## src/sv/irlex_pkg.sv

```systemverilog
// ----------------------------------------------------------------------------
// irlex_pkg
// Shared types, character codes and token kinds for the integer range lexer.
// ----------------------------------------------------------------------------
package irlex_pkg;

    localparam int POSITION_BITS_DEF = 32;

    // Character codes
    localparam logic [7:0] CH_TAB     = 8'h09;
    localparam logic [7:0] CH_NEWLINE = 8'h0A;
    localparam logic [7:0] CH_CR      = 8'h0D;
    localparam logic [7:0] CH_SPACE   = 8'h20;
    localparam logic [7:0] CH_DOT     = 8'h2E;
    localparam logic [7:0] CH_ZERO    = 8'h30;
    localparam logic [7:0] CH_NINE    = 8'h39;

    // Request types
    localparam logic REQ_TEXT = 1'b0;
    localparam logic REQ_END  = 1'b1;

    // Token kinds
    localparam logic [1:0] KIND_INT  = 2'd0;
    localparam logic [1:0] KIND_DDOT = 2'd1;
    localparam logic [1:0] KIND_ERR  = 2'd2;
    localparam logic [1:0] KIND_END  = 2'd3;

    typedef enum logic [1:0] {
        MODE_IDLE,
        MODE_INT,
        MODE_DOT,
        MODE_HALT
    } lex_mode_t;

    typedef struct packed {
        logic       req_type;
        logic [7:0] text_byte;
    } req_item_t;

    typedef struct packed {
        logic [1:0]  token_kind;
        logic [63:0] int_value;
        logic [31:0] row;
        logic [31:0] column;
        logic [7:0]  bad_char;
        logic        last_of_run;
    } res_item_t;

    // Results of one lexer step, in delivery order
    typedef struct packed {
        logic [1:0] count;
        res_item_t  first;
        res_item_t  second;
    } step_out_t;

    function automatic logic is_space(input logic [7:0] ch);
        return (ch == CH_SPACE) || ((ch >= CH_TAB) && (ch <= CH_CR));
    endfunction

    function automatic logic is_digit(input logic [7:0] ch);
        return (ch >= CH_ZERO) && (ch <= CH_NINE);
    endfunction

endpackage

```

## src/sv/irlex_core.sv

```systemverilog
// ----------------------------------------------------------------------------
// irlex_core
// Lexer state and combinational step logic for one byte or end-of-text item.
// ----------------------------------------------------------------------------
module irlex_core
    import irlex_pkg::*;
#(
    parameter int POSITION_BITS = POSITION_BITS_DEF
)
(
    input  logic      clk,
    input  logic      rst_n,
    input  logic      take,
    input  req_item_t item,
    output step_out_t step
);

    localparam logic [POSITION_BITS-1:0] POS_MAX = '1;
    localparam logic [POSITION_BITS-1:0] POS_ONE = POSITION_BITS'(1);

    lex_mode_t                  mode_reg, mode_next;
    logic [63:0]                acc_reg, acc_next;
    logic [POSITION_BITS-1:0]   srow_reg, srow_next;
    logic [POSITION_BITS-1:0]   scol_reg, scol_next;
    logic [POSITION_BITS-1:0]   crow_reg, crow_next;
    logic [POSITION_BITS-1:0]   ccol_reg, ccol_next;

    logic [7:0]                 ch;
    logic [63:0]                digit;
    logic [63:0]                acc_mul;
    logic [POSITION_BITS-1:0]   adv_row, adv_col;

    // Outcome of a byte seen in idle mode
    lex_mode_t                  idle_mode;
    logic [63:0]                idle_acc;
    logic [POSITION_BITS-1:0]   idle_srow, idle_scol, idle_crow, idle_ccol;
    logic                       idle_err;

    function automatic logic [31:0] pos_out(input logic [POSITION_BITS-1:0] p);
        logic [63:0] w;
        w = 64'(p);
        return w[31:0];
    endfunction

    function automatic res_item_t mk_res(
        input logic [1:0]               kind,
        input logic [63:0]              val,
        input logic [POSITION_BITS-1:0] r,
        input logic [POSITION_BITS-1:0] c,
        input logic [7:0]               bad
    );
        res_item_t res;
        res.token_kind  = kind;
        res.int_value   = val;
        res.row         = pos_out(r);
        res.column      = pos_out(c);
        res.bad_char    = bad;
        res.last_of_run = 1'b0;
        return res;
    endfunction

    assign ch      = item.text_byte;
    assign digit   = 64'(ch - CH_ZERO);
    assign acc_mul = (acc_reg << 3) + (acc_reg << 1) + digit;

    // Position of the byte after this one, saturating
    always_comb
    begin
        if (ch == CH_NEWLINE)
        begin
            adv_row = (crow_reg != POS_MAX) ? crow_reg + POS_ONE : crow_reg;
            adv_col = POS_ONE;
        end
        else
        begin
            adv_row = crow_reg;
            adv_col = (ccol_reg != POS_MAX) ? ccol_reg + POS_ONE : ccol_reg;
        end
    end

    always_comb
    begin
        idle_mode = MODE_IDLE;
        idle_acc  = '0;
        idle_srow = srow_reg;
        idle_scol = scol_reg;
        idle_crow = crow_reg;
        idle_ccol = ccol_reg;
        idle_err  = 1'b0;
        if (is_space(ch))
        begin
            idle_crow = adv_row;
            idle_ccol = adv_col;
        end
        else if (is_digit(ch))
        begin
            idle_mode = MODE_INT;
            idle_acc  = digit;
            idle_srow = crow_reg;
            idle_scol = ccol_reg;
            idle_crow = adv_row;
            idle_ccol = adv_col;
        end
        else if (ch == CH_DOT)
        begin
            idle_mode = MODE_DOT;
            idle_srow = crow_reg;
            idle_scol = ccol_reg;
            idle_crow = adv_row;
            idle_ccol = adv_col;
        end
        else
        begin
            idle_mode = MODE_HALT;
            idle_err  = 1'b1;
        end
    end

    always_comb
    begin
        mode_next   = mode_reg;
        acc_next    = acc_reg;
        srow_next   = srow_reg;
        scol_next   = scol_reg;
        crow_next   = crow_reg;
        ccol_next   = ccol_reg;
        step.count  = 2'd0;
        step.first  = '0;
        step.second = '0;

        if (item.req_type == REQ_END)
        begin
            // Flush the pending token, report end, clear everything
            if (mode_reg == MODE_INT)
            begin
                step.first  = mk_res(KIND_INT, acc_reg, srow_reg, scol_reg, 8'h00);
                step.second = mk_res(KIND_END, '0, crow_reg, ccol_reg, 8'h00);
                step.count  = 2'd2;
            end
            else if (mode_reg == MODE_DOT)
            begin
                step.first  = mk_res(KIND_ERR, '0, srow_reg, scol_reg, CH_DOT);
                step.second = mk_res(KIND_END, '0, crow_reg, ccol_reg, 8'h00);
                step.count  = 2'd2;
            end
            else
            begin
                step.first = mk_res(KIND_END, '0, crow_reg, ccol_reg, 8'h00);
                step.count = 2'd1;
            end
            mode_next = MODE_IDLE;
            acc_next  = '0;
            srow_next = POS_ONE;
            scol_next = POS_ONE;
            crow_next = POS_ONE;
            ccol_next = POS_ONE;
        end
        else
        begin
            unique case (mode_reg)
                MODE_INT:
                begin
                    if (is_digit(ch))
                    begin
                        acc_next  = acc_mul;
                        crow_next = adv_row;
                        ccol_next = adv_col;
                    end
                    else
                    begin
                        // Close the integer, then treat the byte as in idle
                        step.first = mk_res(KIND_INT, acc_reg, srow_reg, scol_reg, 8'h00);
                        step.count = 2'd1;
                        if (idle_err)
                        begin
                            step.second = mk_res(KIND_ERR, '0, crow_reg, ccol_reg, ch);
                            step.count  = 2'd2;
                        end
                        mode_next = idle_mode;
                        acc_next  = idle_acc;
                        srow_next = idle_srow;
                        scol_next = idle_scol;
                        crow_next = idle_crow;
                        ccol_next = idle_ccol;
                    end
                end
                MODE_IDLE:
                begin
                    if (idle_err)
                    begin
                        step.first = mk_res(KIND_ERR, '0, crow_reg, ccol_reg, ch);
                        step.count = 2'd1;
                    end
                    mode_next = idle_mode;
                    acc_next  = idle_acc;
                    srow_next = idle_srow;
                    scol_next = idle_scol;
                    crow_next = idle_crow;
                    ccol_next = idle_ccol;
                end
                MODE_DOT:
                begin
                    if (ch == CH_DOT)
                    begin
                        step.first = mk_res(KIND_DDOT, '0, srow_reg, scol_reg, 8'h00);
                        step.count = 2'd1;
                        crow_next  = adv_row;
                        ccol_next  = adv_col;
                        mode_next  = MODE_IDLE;
                    end
                    else
                    begin
                        // Lone dot: drop this byte and halt
                        step.first = mk_res(KIND_ERR, '0, srow_reg, scol_reg, CH_DOT);
                        step.count = 2'd1;
                        mode_next  = MODE_HALT;
                    end
                end
                MODE_HALT:
                begin
                    mode_next = MODE_HALT;
                end
            endcase
        end

        if (step.count == 2'd2)
        begin
            step.second.last_of_run = 1'b1;
        end
        else if (step.count == 2'd1)
        begin
            step.first.last_of_run = 1'b1;
        end
    end

    always_ff @(posedge clk or negedge rst_n)
    begin
        if (!rst_n)
        begin
            mode_reg <= MODE_IDLE;
            acc_reg  <= '0;
            srow_reg <= POS_ONE;
            scol_reg <= POS_ONE;
            crow_reg <= POS_ONE;
            ccol_reg <= POS_ONE;
        end
        else if (take)
        begin
            mode_reg <= mode_next;
            acc_reg  <= acc_next;
            srow_reg <= srow_next;
            scol_reg <= scol_next;
            crow_reg <= crow_next;
            ccol_reg <= ccol_next;
        end
    end

`ifndef SYNTHESIS
    a_end_clears: assert property (@(posedge clk) disable iff (!rst_n)
        take && (item.req_type == REQ_END) |=> (mode_reg == MODE_IDLE) &&
        (crow_reg == POS_ONE) && (ccol_reg == POS_ONE))
        else $error("end of text did not clear lexer state");

    a_pos_nonzero: assert property (@(posedge clk) disable iff (!rst_n)
        (crow_reg != '0) && (ccol_reg != '0) && (srow_reg != '0) && (scol_reg != '0))
        else $error("position counter reached zero");

    a_halt_silent: assert property (@(posedge clk) disable iff (!rst_n)
        (mode_reg == MODE_HALT) && (item.req_type == REQ_TEXT) |-> (step.count == 2'd0))
        else $error("halted lexer produced a result");
`endif

endmodule

```

## src/sv/irlex_out.sv

```systemverilog
// ----------------------------------------------------------------------------
// irlex_out
// Two-entry result stage: output register plus one pending result.
// ----------------------------------------------------------------------------
module irlex_out
    import irlex_pkg::*;
(
    input  logic      clk,
    input  logic      rst_n,
    input  logic      push,
    input  step_out_t step,
    output logic      room,
    output logic      res_valid,
    input  logic      res_ready,
    output res_item_t res_data
);

    logic      out_valid_reg, out_valid_next;
    logic      pend_valid_reg, pend_valid_next;
    res_item_t out_data_reg, out_data_next;
    res_item_t pend_data_reg, pend_data_next;
    logic      pop;

    assign pop       = out_valid_reg && res_ready;
    // A step may bring two results, so take one only with both slots free
    assign room      = !pend_valid_reg && (!out_valid_reg || res_ready);
    assign res_valid = out_valid_reg;
    assign res_data  = out_data_reg;

    always_comb
    begin
        out_valid_next  = out_valid_reg;
        pend_valid_next = pend_valid_reg;
        out_data_next   = out_data_reg;
        pend_data_next  = pend_data_reg;
        if (pend_valid_reg)
        begin
            if (pop)
            begin
                out_data_next   = pend_data_reg;
                pend_valid_next = 1'b0;
            end
        end
        else
        begin
            if (pop)
            begin
                out_valid_next = 1'b0;
            end
            if (push && (step.count != 2'd0))
            begin
                out_valid_next = 1'b1;
                out_data_next  = step.first;
                if (step.count == 2'd2)
                begin
                    pend_valid_next = 1'b1;
                    pend_data_next  = step.second;
                end
            end
        end
    end

    always_ff @(posedge clk or negedge rst_n)
    begin
        if (!rst_n)
        begin
            out_valid_reg  <= 1'b0;
            pend_valid_reg <= 1'b0;
        end
        else
        begin
            out_valid_reg  <= out_valid_next;
            pend_valid_reg <= pend_valid_next;
        end
    end

    always_ff @(posedge clk)
    begin
        out_data_reg  <= out_data_next;
        pend_data_reg <= pend_data_next;
    end

`ifndef SYNTHESIS
    a_pend_behind_out: assert property (@(posedge clk) disable iff (!rst_n)
        pend_valid_reg |-> out_valid_reg)
        else $error("pending result without a shown result");

    a_no_push_when_full: assert property (@(posedge clk) disable iff (!rst_n)
        push |-> room)
        else $error("step taken without room for its results");

    a_pend_drains_on_pop: assert property (@(posedge clk) disable iff (!rst_n)
        $fell(pend_valid_reg) |-> $past(pop))
        else $error("pending result dropped without a transfer");
`endif

endmodule

```

## src/sv/integer_range_token_lexer_top.sv

```systemverilog
// ----------------------------------------------------------------------------
// integer_range_token_lexer_top
// Byte-stream lexer for decimal integers and '..' tokens with positions.
//
//   Channel | Handshake             | Payload
//   --------+-----------------------+-------------------------------------
//   request | req_valid / req_ready | req_data : req_item_t (type, byte)
//   result  | res_valid / res_ready | res_data : res_item_t (token fields)
//
// One byte is processed per cycle while the result stage has room; a byte that
// yields two results (integer closed by a bad character, or end of text with a
// pending token) holds off the next step until the result stage has room again.
// A request passes through the input register and the result output register before its first result shows.
// Reset returns the lexer to idle at row 1, column 1 and empties all stages.
// The input register takes a request while the result stage is stalled only if
// it is empty, then holds it until the result stage has room.
// ----------------------------------------------------------------------------
module integer_range_token_lexer_top
    import irlex_pkg::*;
#(
    parameter int POSITION_BITS = POSITION_BITS_DEF
)
(
    input  logic      clk,
    input  logic      rst_n,
    input  logic      req_valid,
    output logic      req_ready,
    input  req_item_t req_data,
    output logic      res_valid,
    input  logic      res_ready,
    output res_item_t res_data
);

    logic      in_valid_reg, in_valid_next;
    req_item_t in_item_reg;
    logic      take;
    logic      room;
    step_out_t step;

    // Step the lexer when a request is held and the result stage has space
    assign take      = in_valid_reg && room;
    assign req_ready = !in_valid_reg || take;

    always_comb
    begin
        in_valid_next = in_valid_reg;
        if (req_valid && req_ready)
        begin
            in_valid_next = 1'b1;
        end
        else if (take)
        begin
            in_valid_next = 1'b0;
        end
    end

    always_ff @(posedge clk or negedge rst_n)
    begin
        if (!rst_n)
        begin
            in_valid_reg <= 1'b0;
        end
        else
        begin
            in_valid_reg <= in_valid_next;
        end
    end

    // Payload needs no reset; load on each request transfer
    always_ff @(posedge clk)
    begin
        if (req_valid && req_ready)
        begin
            in_item_reg <= req_data;
        end
    end

    irlex_core #(
        .POSITION_BITS(POSITION_BITS)
    ) u_core (
        .clk   (clk),
        .rst_n (rst_n),
        .take  (take),
        .item  (in_item_reg),
        .step  (step)
    );

    irlex_out u_out (
        .clk       (clk),
        .rst_n     (rst_n),
        .push      (take),
        .step      (step),
        .room      (room),
        .res_valid (res_valid),
        .res_ready (res_ready),
        .res_data  (res_data)
    );

endmodule
```

## config.mk

```make
export PLATFORM = sky130hd
export DESIGN_NAME = integer_range_token_lexer_top
export DESIGN_NICKNAME = d
export VERILOG_FILES = /design/src/sv/irlex_pkg.sv /design/src/sv/irlex_core.sv /design/src/sv/irlex_out.sv /design/src/sv/integer_range_token_lexer_top.sv
export SDC_FILE = /design/constraint.sdc
export NUM_CORES = 1
export LEC_CHECK = 0
export ABC_CLOCK_PERIOD_IN_PS = 11640
export BUFFER_PORTS_ARGS = -buffer_cell sky130_fd_sc_hd__buf_2
export CORE_MARGIN = 2
export CORE_UTILIZATION = 55
export DETAILED_ROUTE_END_ITERATION = 8
export MAX_ROUTING_LAYER = met4
export PLACE_DENSITY_LB_ADDON = 0.1
export SLEW_MARGIN = 20
export SYNTH_ARGS = -nofsm -noshare
export SYNTH_HDL_FRONTEND = slang
export SYNTH_SLANG_ARGS = --single-unit
```

## constraint.sdc

```tcl
create_clock -name clk -period 11.64 [get_ports clk]
set_clock_uncertainty 0.15 [all_clocks]
set_input_delay 2.328 -clock clk [delete_from_list [all_inputs] [get_ports clk]]
set_output_delay 2.328 -clock clk [all_outputs]
set_load 0.02 [all_outputs]
```

==> impl_metrics.yaml, run 1 <==
outcome:
  status: "finished clean"
yosys:
  ys_ff_latch: 419
  synth_most_common_cell: "o21ai_0"
  seq_area_frac_synth_pct: 46.89
  async_flop_share_pct: 47.02
  synth_ff_type: "edfxtp_1"
  ys_warn_count: 0
  netlist_area_um2: 24740
  synth.top_cell.area_share_pct: 26.94
  synth_area_leader_cell: "edfxtp_1"
  syn_avg_cell_area_um2: 9.953
  synth-edff-count: 222
  ys_top_cells_by_area: "edfxtp_1, dfrtp_1, o21ai_0"
  synth_common_cells: "o21ai_0, nand2_1, edfxtp_1"
  synth_cell_types: 87
  synth_nets: 2632
  synthCells: 2486
setup_path:
  reg2reg_depth: 16
  cp_cell_sequence: "ha_1 > nor3_4 > buf_4 > buf_4 > fa_1 > ha_1 > and4_1 > nand2_1 > nor4_1 > inv_1 > a2111oi_0 > o21ai_0 > o2111ai_1 > a41oi_1 > xor2_1 > o21ai_0"
  r2r-end: "u_core.acc_reg[61]$_DFFE_PN0P_"
  worst-r2r-setup-slack_ns: 5.28
  cpMaxStageDelayCell: "a2111oi_0"
  path_buf_inv: 3
  crit_family: "compound AO/OA/AOI/OAI gates"
  crit_fanout: 30
  path_class: "reg2reg"
  worst_setup_path_start_kind: "register"
  critical_path_required_ns: 12.00
  reg2reg_from: "in_item_reg[4]$_DFFE_PP_"
  arrival_ns: 6.72
  end_kind: "register"
  slowest_delay_ns: 1.01
clock_network:
  htreeDepth: 2
  cts.sinks: 419
  cts_made_buffers: 46
  hold_buffers: 0
  cts_resized: 0
  clk_pin_slew_ns: 0.06
  clockBufferDepth: 3
  cts_setup_buffers: 0
  cts_tree: "built"
  clockRootBuffer: "clkbuf_16"
  clock_latency_ns: 0.60
floorplanning:
  die-area_um2: 46700
  initial_utilization_pct: 55.83
  io_pins: 154
  core-area_um2: 44320
  fp-row-count: 77
  die_y_um: 216.1
  dieWidth_um: 216.1
timing:
  period_share_pct: 54.64
  slew_headroom_pct: 17.49
  period_needed_ns: 6.360
  max_freq_ghz: 0.1572
  rsz0062_at_grt: "no"
  setup_viol: 0
  finalHoldViolCount: 0
  finalSetupTns_ns: 0
  worstMarginPinSlew_ns: 1.206
  slew_violations: 0
detailed_routing:
  via_count: 19740
  drc: 0
  dr.pass1.iters: 5
  routed_via_density: 6.261
  wl_um: 66950
  wl_per_cell_um: 21.23
  ant_nets: 0
  first_iter_violations: 1982
grt:
  grt_pass1_wl_um: 106800
  grt_use_total_pct: 29.45
  antenna_found_initial: 0
  grt_max_degree: 140
  grt_pass1_vias: 18927
  grt-ovfl-total: 0
worst_hold_path:
  hold_end: "u_core.acc_reg[3]$_DFFE_PN0P_"
  min_delay_path_depth: 2
  hold_start: "u_core.acc_reg[3]$_DFFE_PN0P_"
  hp-class: "reg2reg"
final_layout:
  largest_register_ffs: 139
  finish.utilization_pct: 61.60
  drive_gt1_share_pct: 13.78
  fillers: 3744
  antennaDiodeCount: 0
  syn_to_final_growth_pct: 10.33
  nNetsFinal: 2669
placement:
  port_buffers: 153
  routabilityCongestion: 0.9375
  detailed_place_hpwl_um: 42410
pwr:
  power.density_nw_per_um2: 282.7
  leakagePower_nw: 10.93
  ir_worst_vdd_mv: 0.5439
run:
  drv_cap: 0
worst min-delay path, delay by kind of cell, from the launching register on:
kind	cells	cell delay, ns
AO/OA/AOI/OAI	1	0.06
flip-flops	1	0.34
AND/OR/NAND/NOR	1	0.05
metrics by stage:
stage	area [µm²]	total power, mW	setup slack [ns]	std cells	hold slack, ns
finish	27300	7.718	5.280	3153	0.3371
global route	27300	8.208	4.883	3153	0.3570
CTS	27290	7.731	5.414	3153	0.3379
detailed placement	25810	6.258	5.440	3067	0.3237
global placement	25810	6.189	5.686	3067	0.3170
floorplan	24750	5.172	1.704	2486	0.2998
metal layers:
layer | up-vias | track usage (%) | routed length, µm
li1 | 9220 | - | -
met1 | 9695 | 42.20 | 30900
met2 | 721 | 44.00 | 30160
met3 | 104 | 4.449 | 4504
met4 | 0 | 8.014 | 1381
met5 | - | - | 0
cell type report:
| cell class | instances | area [µm²] | share of cell area [%] |
|---|---|---|---|
| Sequential cell | 419 | 11600 | 42.51 |
| Clock buffer | 66 | 1297 | 4.753 |
| Timing Repair Buffer | 180 | 993.5 | 3.639 |
| Multi-Input combinational cell | 1822 | 12280 | 44.97 |
| Clock inverter | 20 | 183.9 | 0.6738 |
| Inverter | 54 | 202.7 | 0.7425 |
| Tap cell | 592 | 740.7 | 2.713 |
cell usage in the layout, fill, tap and decap left out, types with 35 or more instances in the layout:
master     count
nand3_1       47
clkbuf_16     47
and2_1       136
mux2_2        67
ha_1          72
nand4_1       35
nand2_1      269
a21oi_1      187
o21ai_0      294
fa_1          61
xnor2_1       38
a22oi_1      130
buf_2        152
nor2_1        90
dfrtp_1      192
inv_1         51
a21o_1        42
edfxtp_1     222
report_power, final:
part / leakage [nW] / switching [mW] / total [mW] / internal [mW]
Clock: 0.721 / 0.621 / 1.45 / 0.825
Combinational: 5.48 / 2.49 / 3.69 / 1.20
Sequential: 4.73 / 0.397 / 2.59 / 2.19
kinds of logic (layout without fill, tap and decap cells):
group / count (synthesis) / count (layout) / share of synthesized area [%]
simple gates: 704 / 704 / 13.99
fa+ha+maj: 133 / 133 / 8.576
flops: 419 / 419 / 46.89
compound gates: 854 / 854 / 21.29
xor+xnor: 59 / 59 / 2.088
mux: 72 / 72 / 3.251
buf+inv: 245 / 320 / 3.924
how the worst max path moves through the flow:
stage	slack, ns	cells past startpoint	endpoint	from
2_1_floorplan	1.70	2	u_out.res_data[0]$_SDFFCE_PP1P_	res_ready
3_3_place_gp	5.69	16	u_core.acc_reg[59]$_DFFE_PN0P_	in_item_reg[4]$_DFFE_PP_
3_5_place_dp	5.44	16	u_core.acc_reg[59]$_DFFE_PN0P_	in_item_reg[4]$_DFFE_PP_
4_1_cts	5.41	16	u_core.acc_reg[59]$_DFFE_PN0P_	in_item_reg[4]$_DFFE_PP_
5_1_grt	4.88	16	u_core.acc_reg[59]$_DFFE_PN0P_	in_item_reg[4]$_DFFE_PP_
6_report	5.28	16	u_core.acc_reg[61]$_DFFE_PN0P_	in_item_reg[4]$_DFFE_PP_
Power figures use the tool's default switching activity.
==> inputs of run 2 (changes only) <==
--- a/config.mk
+++ b/config.mk
@@ -5,7 +5,8 @@
 export SDC_FILE = /design/constraint.sdc
 export NUM_CORES = 1
 export LEC_CHECK = 0
-export ABC_CLOCK_PERIOD_IN_PS = 11640
+export ABC_AREA = 1
+export ABC_CLOCK_PERIOD_IN_PS = 5700
 export BUFFER_PORTS_ARGS = -buffer_cell sky130_fd_sc_hd__buf_2
 export CORE_MARGIN = 2
 export CORE_UTILIZATION = 55
==> constraint.sdc (replaced) <==
create_clock -name clk -period 5.7 [get_ports clk]
set_clock_uncertainty 0.15 [all_clocks]
set_input_delay 1.14 -clock clk [delete_from_list [all_inputs] [get_ports clk]]
set_output_delay 1.14 -clock clk [all_outputs]
set_load 0.02 [all_outputs]
==> run 2 against run 1 <==
  * Sequential cell count unchanged
  * Largest cell class unchanged
  * Register-to-register slack got worse by 4.3 ns
  * Wire length increased by 27%
  * Maximum frequency increased by 36%
==> impl_metrics.yaml, run 2 <==
yosys:
  async_flop_share_pct: 47.02
  netlist_area_um2: 28100
  synth_cell_types: 60
  synth_area_leader_cell: "edfxtp_1"
  ys_ff_latch: 419
  seq_area_frac_synth_pct: 41.28
  synth_compound_area_share_pct: 12.53
  synth_common_cells: "nand2_1, inv_1, nand3_1, nor2_1, edfxtp_1"
  ys_warn_count: 0
  ys_top_cells_by_area: "edfxtp_1, dfrtp_1, nand2_1"
  syn_avg_cell_area_um2: 7.473
  synth_most_common_cell: "nand2_1"
  yosys.area_share.simple_pct: 27.67
  synthAdderAreaFrac_pct: 7.551
  synth-xor-area-share_pct: 0.8726
  synth.area.mux_share_pct: 0
  synth.top_cell.area_share_pct: 23.72
  synth_ff_type: "edfxtp_1"
  synth_nets: 3907
  synthCells: 3761
  synth-edff-count: 222
  synth_top_family_by_area: "simple AND/OR/NAND/NOR gates"
final_layout:
  syn_to_final_growth_pct: 9.821
  fillers: 4708
  multiInputGateArea_um2: 13740
  final_common_cell: "nand2_1"
  mostFrequentLayoutCells: "nand2_1, inv_1, nand3_1, nor2_1, edfxtp_1"
  largest_register_ffs: 139
  seq_area_um2: 11600
  drive_gt1_share_pct: 8.596
  antennaDiodeCount: 0
  nNetsFinal: 3982
pwr:
  leakagePower_nw: 14.26
  ir_worst_vdd_mv: 0.2806
  power.density_nw_per_um2: 514.3
grt:
  grt_max_degree: 129
  antenna_found_initial: 0
  grt_pass1_vias: 24899
  grt_use_total_pct: 33.31
  grt_pass1_wl_um: 135800
  grt-ovfl-total: 0
outcome:
  status: "finished clean"
detailed_routing:
  first_iter_violations: 1980
  via_count: 25591
  wl_per_cell_um: 18.75
  dr.pass1.iters: 6
  wl_um: 85250
  ant_nets: 0
  drc: 0
  routed_via_density: 5.629
clock_network:
  clock_latency_ns: 0.62
  cts_resized: 0
  cts.sinks: 419
  htreeDepth: 2
  hold_buffers: 0
  cts_tree: "built"
  clockRootBuffer: "clkbuf_16"
  cts_setup_buffers: 0
  clk_pin_slew_ns: 0.06
  cts_made_buffers: 46
  clockBufferDepth: 3
timing:
  setup_viol: 0
  period_share_pct: 82.16
  fin_ws_ns: 1.017
  period_needed_ns: 4.683
  max_freq_ghz: 0.2135
  hold_slack_ns: 0.3379
  finalHoldViolCount: 0
  rsz0062_at_grt: "no"
  slew_headroom_pct: 24.41
  finalSetupTns_ns: 0
  worstMarginPinSlew_ns: 1.130
  slew_violations: 0
setup_path:
  end_kind: "register"
  arrival_ns: 4.86
  r2r-end: "u_out.res_data[11]$_DFFE_PP_"
  worst-r2r-setup-slack_ns: 1.02
  reg2reg_from: "u_core.mode_reg[0]$_DFFE_PN0P_"
  reg2reg_depth: 8
  crit_fanout: 53
  critical_path_required_ns: 5.88
  worst_setup_path_start_kind: "register"
  path_class: "reg2reg"
floorplanning:
  io_pins: 154
  die-area_um2: 52920
  core-area_um2: 50270
  fp-row-count: 82
  die_y_um: 230.1
  dieWidth_um: 230.1
  initial_utilization_pct: 55.90
run:
  drv_cap: 0
placement:
  place_ws_ns: 1.101
  detailed_place_hpwl_um: 59800
  port_buffers: 153
  routabilityCongestion: 1.007
worst_hold_path:
  hp-class: "in2async"
-- run 2: worst max-delay path, cell delays in order, from the launching register on --
cell      delay (ns)
dfrtp_1         0.40
inv_1           0.11
ha_1            0.57
nor2_1          0.12
nor2_1          0.87
clkinv_2        1.13
o22ai_1         0.47
a21oi_1         0.06
o21ai_0         0.48
-- run 2: layout make-up --
class,count,area share (%)
inverter,555,6.762
sequential,419,37.60
tap,672,2.724
clock buffer,60,4.066
clock inverter,26,0.9729
timing repair buffer,183,3.373
multi-input combinational,2631,44.50
-- run 2: report_power, final --
| part | internal [mW] | switching [mW] |
|---|---|---|
| registers | 4.35 | 0.615 |
| logic | 2.20 | 5.60 |
| clock network | 1.79 | 1.31 |
-- run 2: stage by stage --
step	instance area [µm²]	total power, mW	std cells	utilization, %
after floorplan	28120	10.35	3761	-
after global placement	29300	12.68	4460	58.29
after detailed placement	29300	12.73	4460	58.29
after CTS	30860	15.89	4546	61.38
after global routing	30860	16.95	4546	61.39
final	30860	15.87	4546	61.39
-- run 2: metal layers --
layer	global-route usage (%)	wire, µm
met5	-	0
met2	56.35	41810
met4	12.82	3051
met1	41.26	36060
met3	3.472	4322
-- run 2: worst max-delay path by stage --
| stage | from | to | slack, ns | cells after the start |
|---|---|---|---|---|
| floorplan | in_item_reg[4]$_DFFE_PP_ | u_out.pend_data_reg[10]$_DFFE_PP_ | 0.14 | 13 |
| global placement | in_item_reg[4]$_DFFE_PP_ | u_core.acc_reg[38]$_DFFE_PN0P_ | 1.12 | 17 |
| detailed placement | in_item_reg[4]$_DFFE_PP_ | u_core.acc_reg[61]$_DFFE_PN0P_ | 1.10 | 18 |
| CTS | in_item_reg[4]$_DFFE_PP_ | u_core.acc_reg[61]$_DFFE_PN0P_ | 1.09 | 18 |
| global route | in_item_reg[4]$_DFFE_PP_ | u_core.acc_reg[50]$_DFFE_PN0P_ | 0.72 | 19 |
| finish | u_core.mode_reg[0]$_DFFE_PN0P_ | u_out.res_data[11]$_DFFE_PP_ | 1.02 | 8 |
-- run 2: cell families (layout without fill, tap and decap cells) --
kind of cell,count (synthesis),count (layout)
and+or+nand+nor,1846,1846
buffers and inverters,711,824
AOI/OAI and AO/OA,624,624
DFF,419,419
adders and majority gates,133,133
xor gates and xnor gates,28,28
==> inputs of run 3 (changes only) <==
--- a/config.mk
+++ b/config.mk
@@ -5,8 +5,8 @@
 export SDC_FILE = /design/constraint.sdc
 export NUM_CORES = 1
 export LEC_CHECK = 0
-export ABC_AREA = 1
-export ABC_CLOCK_PERIOD_IN_PS = 5700
+export ABC_AREA = 0
+export ABC_CLOCK_PERIOD_IN_PS = 4600
 export BUFFER_PORTS_ARGS = -buffer_cell sky130_fd_sc_hd__buf_2
 export CORE_MARGIN = 2
 export CORE_UTILIZATION = 55
==> constraint.sdc (replaced) <==
create_clock -name clk -period 4.6 [get_ports clk]
set_clock_uncertainty 0.15 [all_clocks]
set_input_delay 0.92 -clock clk [delete_from_list [all_inputs] [get_ports clk]]
set_output_delay 0.92 -clock clk [all_outputs]
set_load 0.02 [all_outputs]
==> run 3 against run 2 <==
  * Cell area down 7.8%
  * Combinational power up 36%
  * Largest cell class unchanged
  * Register-to-register slack worse by 0.84 ns
==> impl_metrics.yaml, run 3 (synthesized netlist as in run 1, its figures left out) <==
pwr:
  p_seq_share_pct: 31.1
  power.density_nw_per_um2: 727.7
  ir_worst_vdd_mv: 0.5035
  p_total_mw: 20.71
  pwr-share-clk_pct: 17.9
  internal_power_mw: 11.53
  combPwrFrac_pct: 51.0
  p_sw_mw: 9.180
  leakagePower_nw: 11.45
  power_switching_share_pct: 44.32
timing:
  rsz0062_at_grt: "yes"
  max_freq_ghz: 0.2260
  finalSetupTns_ns: 0
  hold_slack_ns: 0.2078
  period_share_pct: 96.19
  setup_viol: 0
  slew_violations: 0
  slew_headroom_pct: 27.03
  period_needed_ns: 4.425
  fin_ws_ns: 0.1753
  worstMarginPinSlew_ns: 1.095
  finalHoldViolCount: 0
setup_path:
  critPathMostFrequentCell: "buf_4"
  path_buf_inv: 4
  slowest_delay_ns: 0.46
  cp_cell_sequence: "ha_4 > nor3_4 > buf_4 > buf_12 > fa_1 > ha_4 > nand4_1 > nor2_2 > buf_4 > a221oi_2 > a211oi_2 > o2111ai_2 > or3_4 > o31a_1 > buf_4 > o221ai_1 > nor3_1 > o31ai_1"
  r2r-end: "u_core.acc_reg[54]$_DFFE_PN0P_"
  critical_path_required_ns: 4.94
  reg2reg_depth: 18
  reg2reg_from: "in_item_reg[4]$_DFFE_PP_"
  end_kind: "register"
  cpMaxStageDelayCell: "edfxtp_1"
  path_class: "reg2reg"
  worstSetupPathDepth: 18
  worst-r2r-setup-slack_ns: 0.18
  crit_fanout: 7
  crit_family: "compound AO/OA/AOI/OAI gates"
  arrival_ns: 4.77
  worst_setup_path_start_kind: "register"
final_layout:
  fin_area_um2: 28460
  instances_no_fill: 3244
  finish.utilization_pct: 64.23
  syn_to_final_growth_pct: 15.04
  drive_gt1_share_pct: 18.14
  antennaDiodeCount: 0
  mostFrequentLayoutCells: "nand2_1, o21ai_0, edfxtp_1, dfrtp_1, a21oi_1"
  final_common_cell: "nand2_1"
  largest_register_ffs: 139
  nNetsFinal: 2760
clock_network:
  clk_pin_slew_ns: 0.06
  htreeDepth: 2
  cts_tree: "built"
  cts.sinks: 419
  clock_latency_ns: 0.59
  cts_made_buffers: 46
  clockRootBuffer: "clkbuf_16"
  clockBufferDepth: 3
  hold_buffers: 0
grt:
  grt_use_total_pct: 30.23
  grt-ovfl-total: 0
  grt_pass1_vias: 20187
  antenna_found_initial: 0
  grt_max_degree: 129
  grt_pass1_wl_um: 110300
floorplanning:
  die_y_um: 216.1
  core-area_um2: 44320
  dieWidth_um: 216.1
  die-area_um2: 46700
  fp-row-count: 77
  io_pins: 154
  initial_utilization_pct: 55.83
worst_hold_path:
  hp-class: "in2async"
detailed_routing:
  ant_nets: 0
  wl_per_cell_um: 21.19
  via_count: 20300
  routed_via_density: 6.258
  dr.pass1.iters: 6
  wl_um: 68730
  drc: 0
  first_iter_violations: 1876
run:
  drv_cap: 0
placement:
  routabilityCongestion: 0.9307
  detailed_place_hpwl_um: 45240
  place_ws_ns: -0.06109
  placed_cell_area_um2: 26650
  port_buffers: 153
  dp_cells: 3143
outcome:
  status: "finished clean"
[run 3: cell types whose count changed in the layout (fill, tap and decap cells not counted), sizes merged, moves of 128 or more]
cell	change
a22oi	+128
nand2	-858
nand3	-228
nor2	-187
and2	+136
inv	-498
[run 3: cell type report]
class | instances | area (µm²)
repair buffers | 271 | 1832
well taps | 592 | 740.7
fillers | 3679 | 15850
flip-flops and latches | 419 | 11600
inverters | 54 | 202.7
clock inverters | 14 | 162.7
multi-input cells | 1822 | 12580
clock buffers | 72 | 1340
[run 3: routing by layer]
| layer | routed length (µm) | part of all wire [%] | vias up | GRT usage [%] |
|---|---|---|---|---|
| met3 | 3995 | 5.8 | 120 | 4.267 |
| met2 | 33570 | 49 | 696 | 48.61 |
| li1 | - | - | 9395 | - |
| met5 | 0 | 0 | - | - |
| met1 | 29500 | 43 | 10089 | 40.20 |
| met4 | 1658 | 2.4 | 0 | 8.950 |
[run 3: timing repair]
action | CTS | global route
gates resized for setup | 0 | 25
pin swaps | 0 | 7
setup endpoints to repair | 2 | 18
buffers inserted | 0 | 14
gates cloned | 0 | 2
[run 3: how the worst max path moves through the flow]
| stage | startpoint | end | slack [ns] |
|---|---|---|---|
| after floorplan | in_item_reg[4]$_DFFE_PP_ | u_core.acc_reg[62]$_DFFE_PN0P_ | -2.15 |
| after global placement | in_item_reg[4]$_DFFE_PP_ | u_core.acc_reg[62]$_DFFE_PN0P_ | 0.11 |
| after detailed placement | in_item_reg[4]$_DFFE_PP_ | u_core.acc_reg[54]$_DFFE_PN0P_ | -0.06 |
| after CTS | in_item_reg[4]$_DFFE_PP_ | u_core.acc_reg[62]$_DFFE_PN0P_ | 0.02 |
| after global routing | in_item_reg[4]$_DFFE_PP_ | u_core.acc_reg[54]$_DFFE_PN0P_ | -0.07 |
| final | in_item_reg[4]$_DFFE_PP_ | u_core.acc_reg[54]$_DFFE_PN0P_ | 0.18 |
[run 3: power groups by stage]
stage                     Clock, mW  Combinational, mW  Sequential, mW
after floorplan                   0               6.21            7.03
after global placement            0               10.1            6.48
after detailed placement          0               10.3            6.51
after CTS                      3.77               10.3            6.45
after global routing           3.92               11.5            6.61
final                          3.71               10.6            6.45
[run 3: worst register-to-register path, stage by stage (launching register included)]
cell and delay [ns]:
edfxtp_1 0.46, ha_4 0.22, nor3_4 0.12, buf_4 0.14, buf_12 0.14, fa_1 0.47
ha_4 0.33, nand4_1 0.18, nor2_2 0.15, buf_4 0.13, a221oi_2 0.08, a211oi_2 0.28
o2111ai_2 0.18, or3_4 0.41, o31a_1 0.30, buf_4 0.17, o221ai_1 0.15, nor3_1 0.07
o31ai_1 0.20
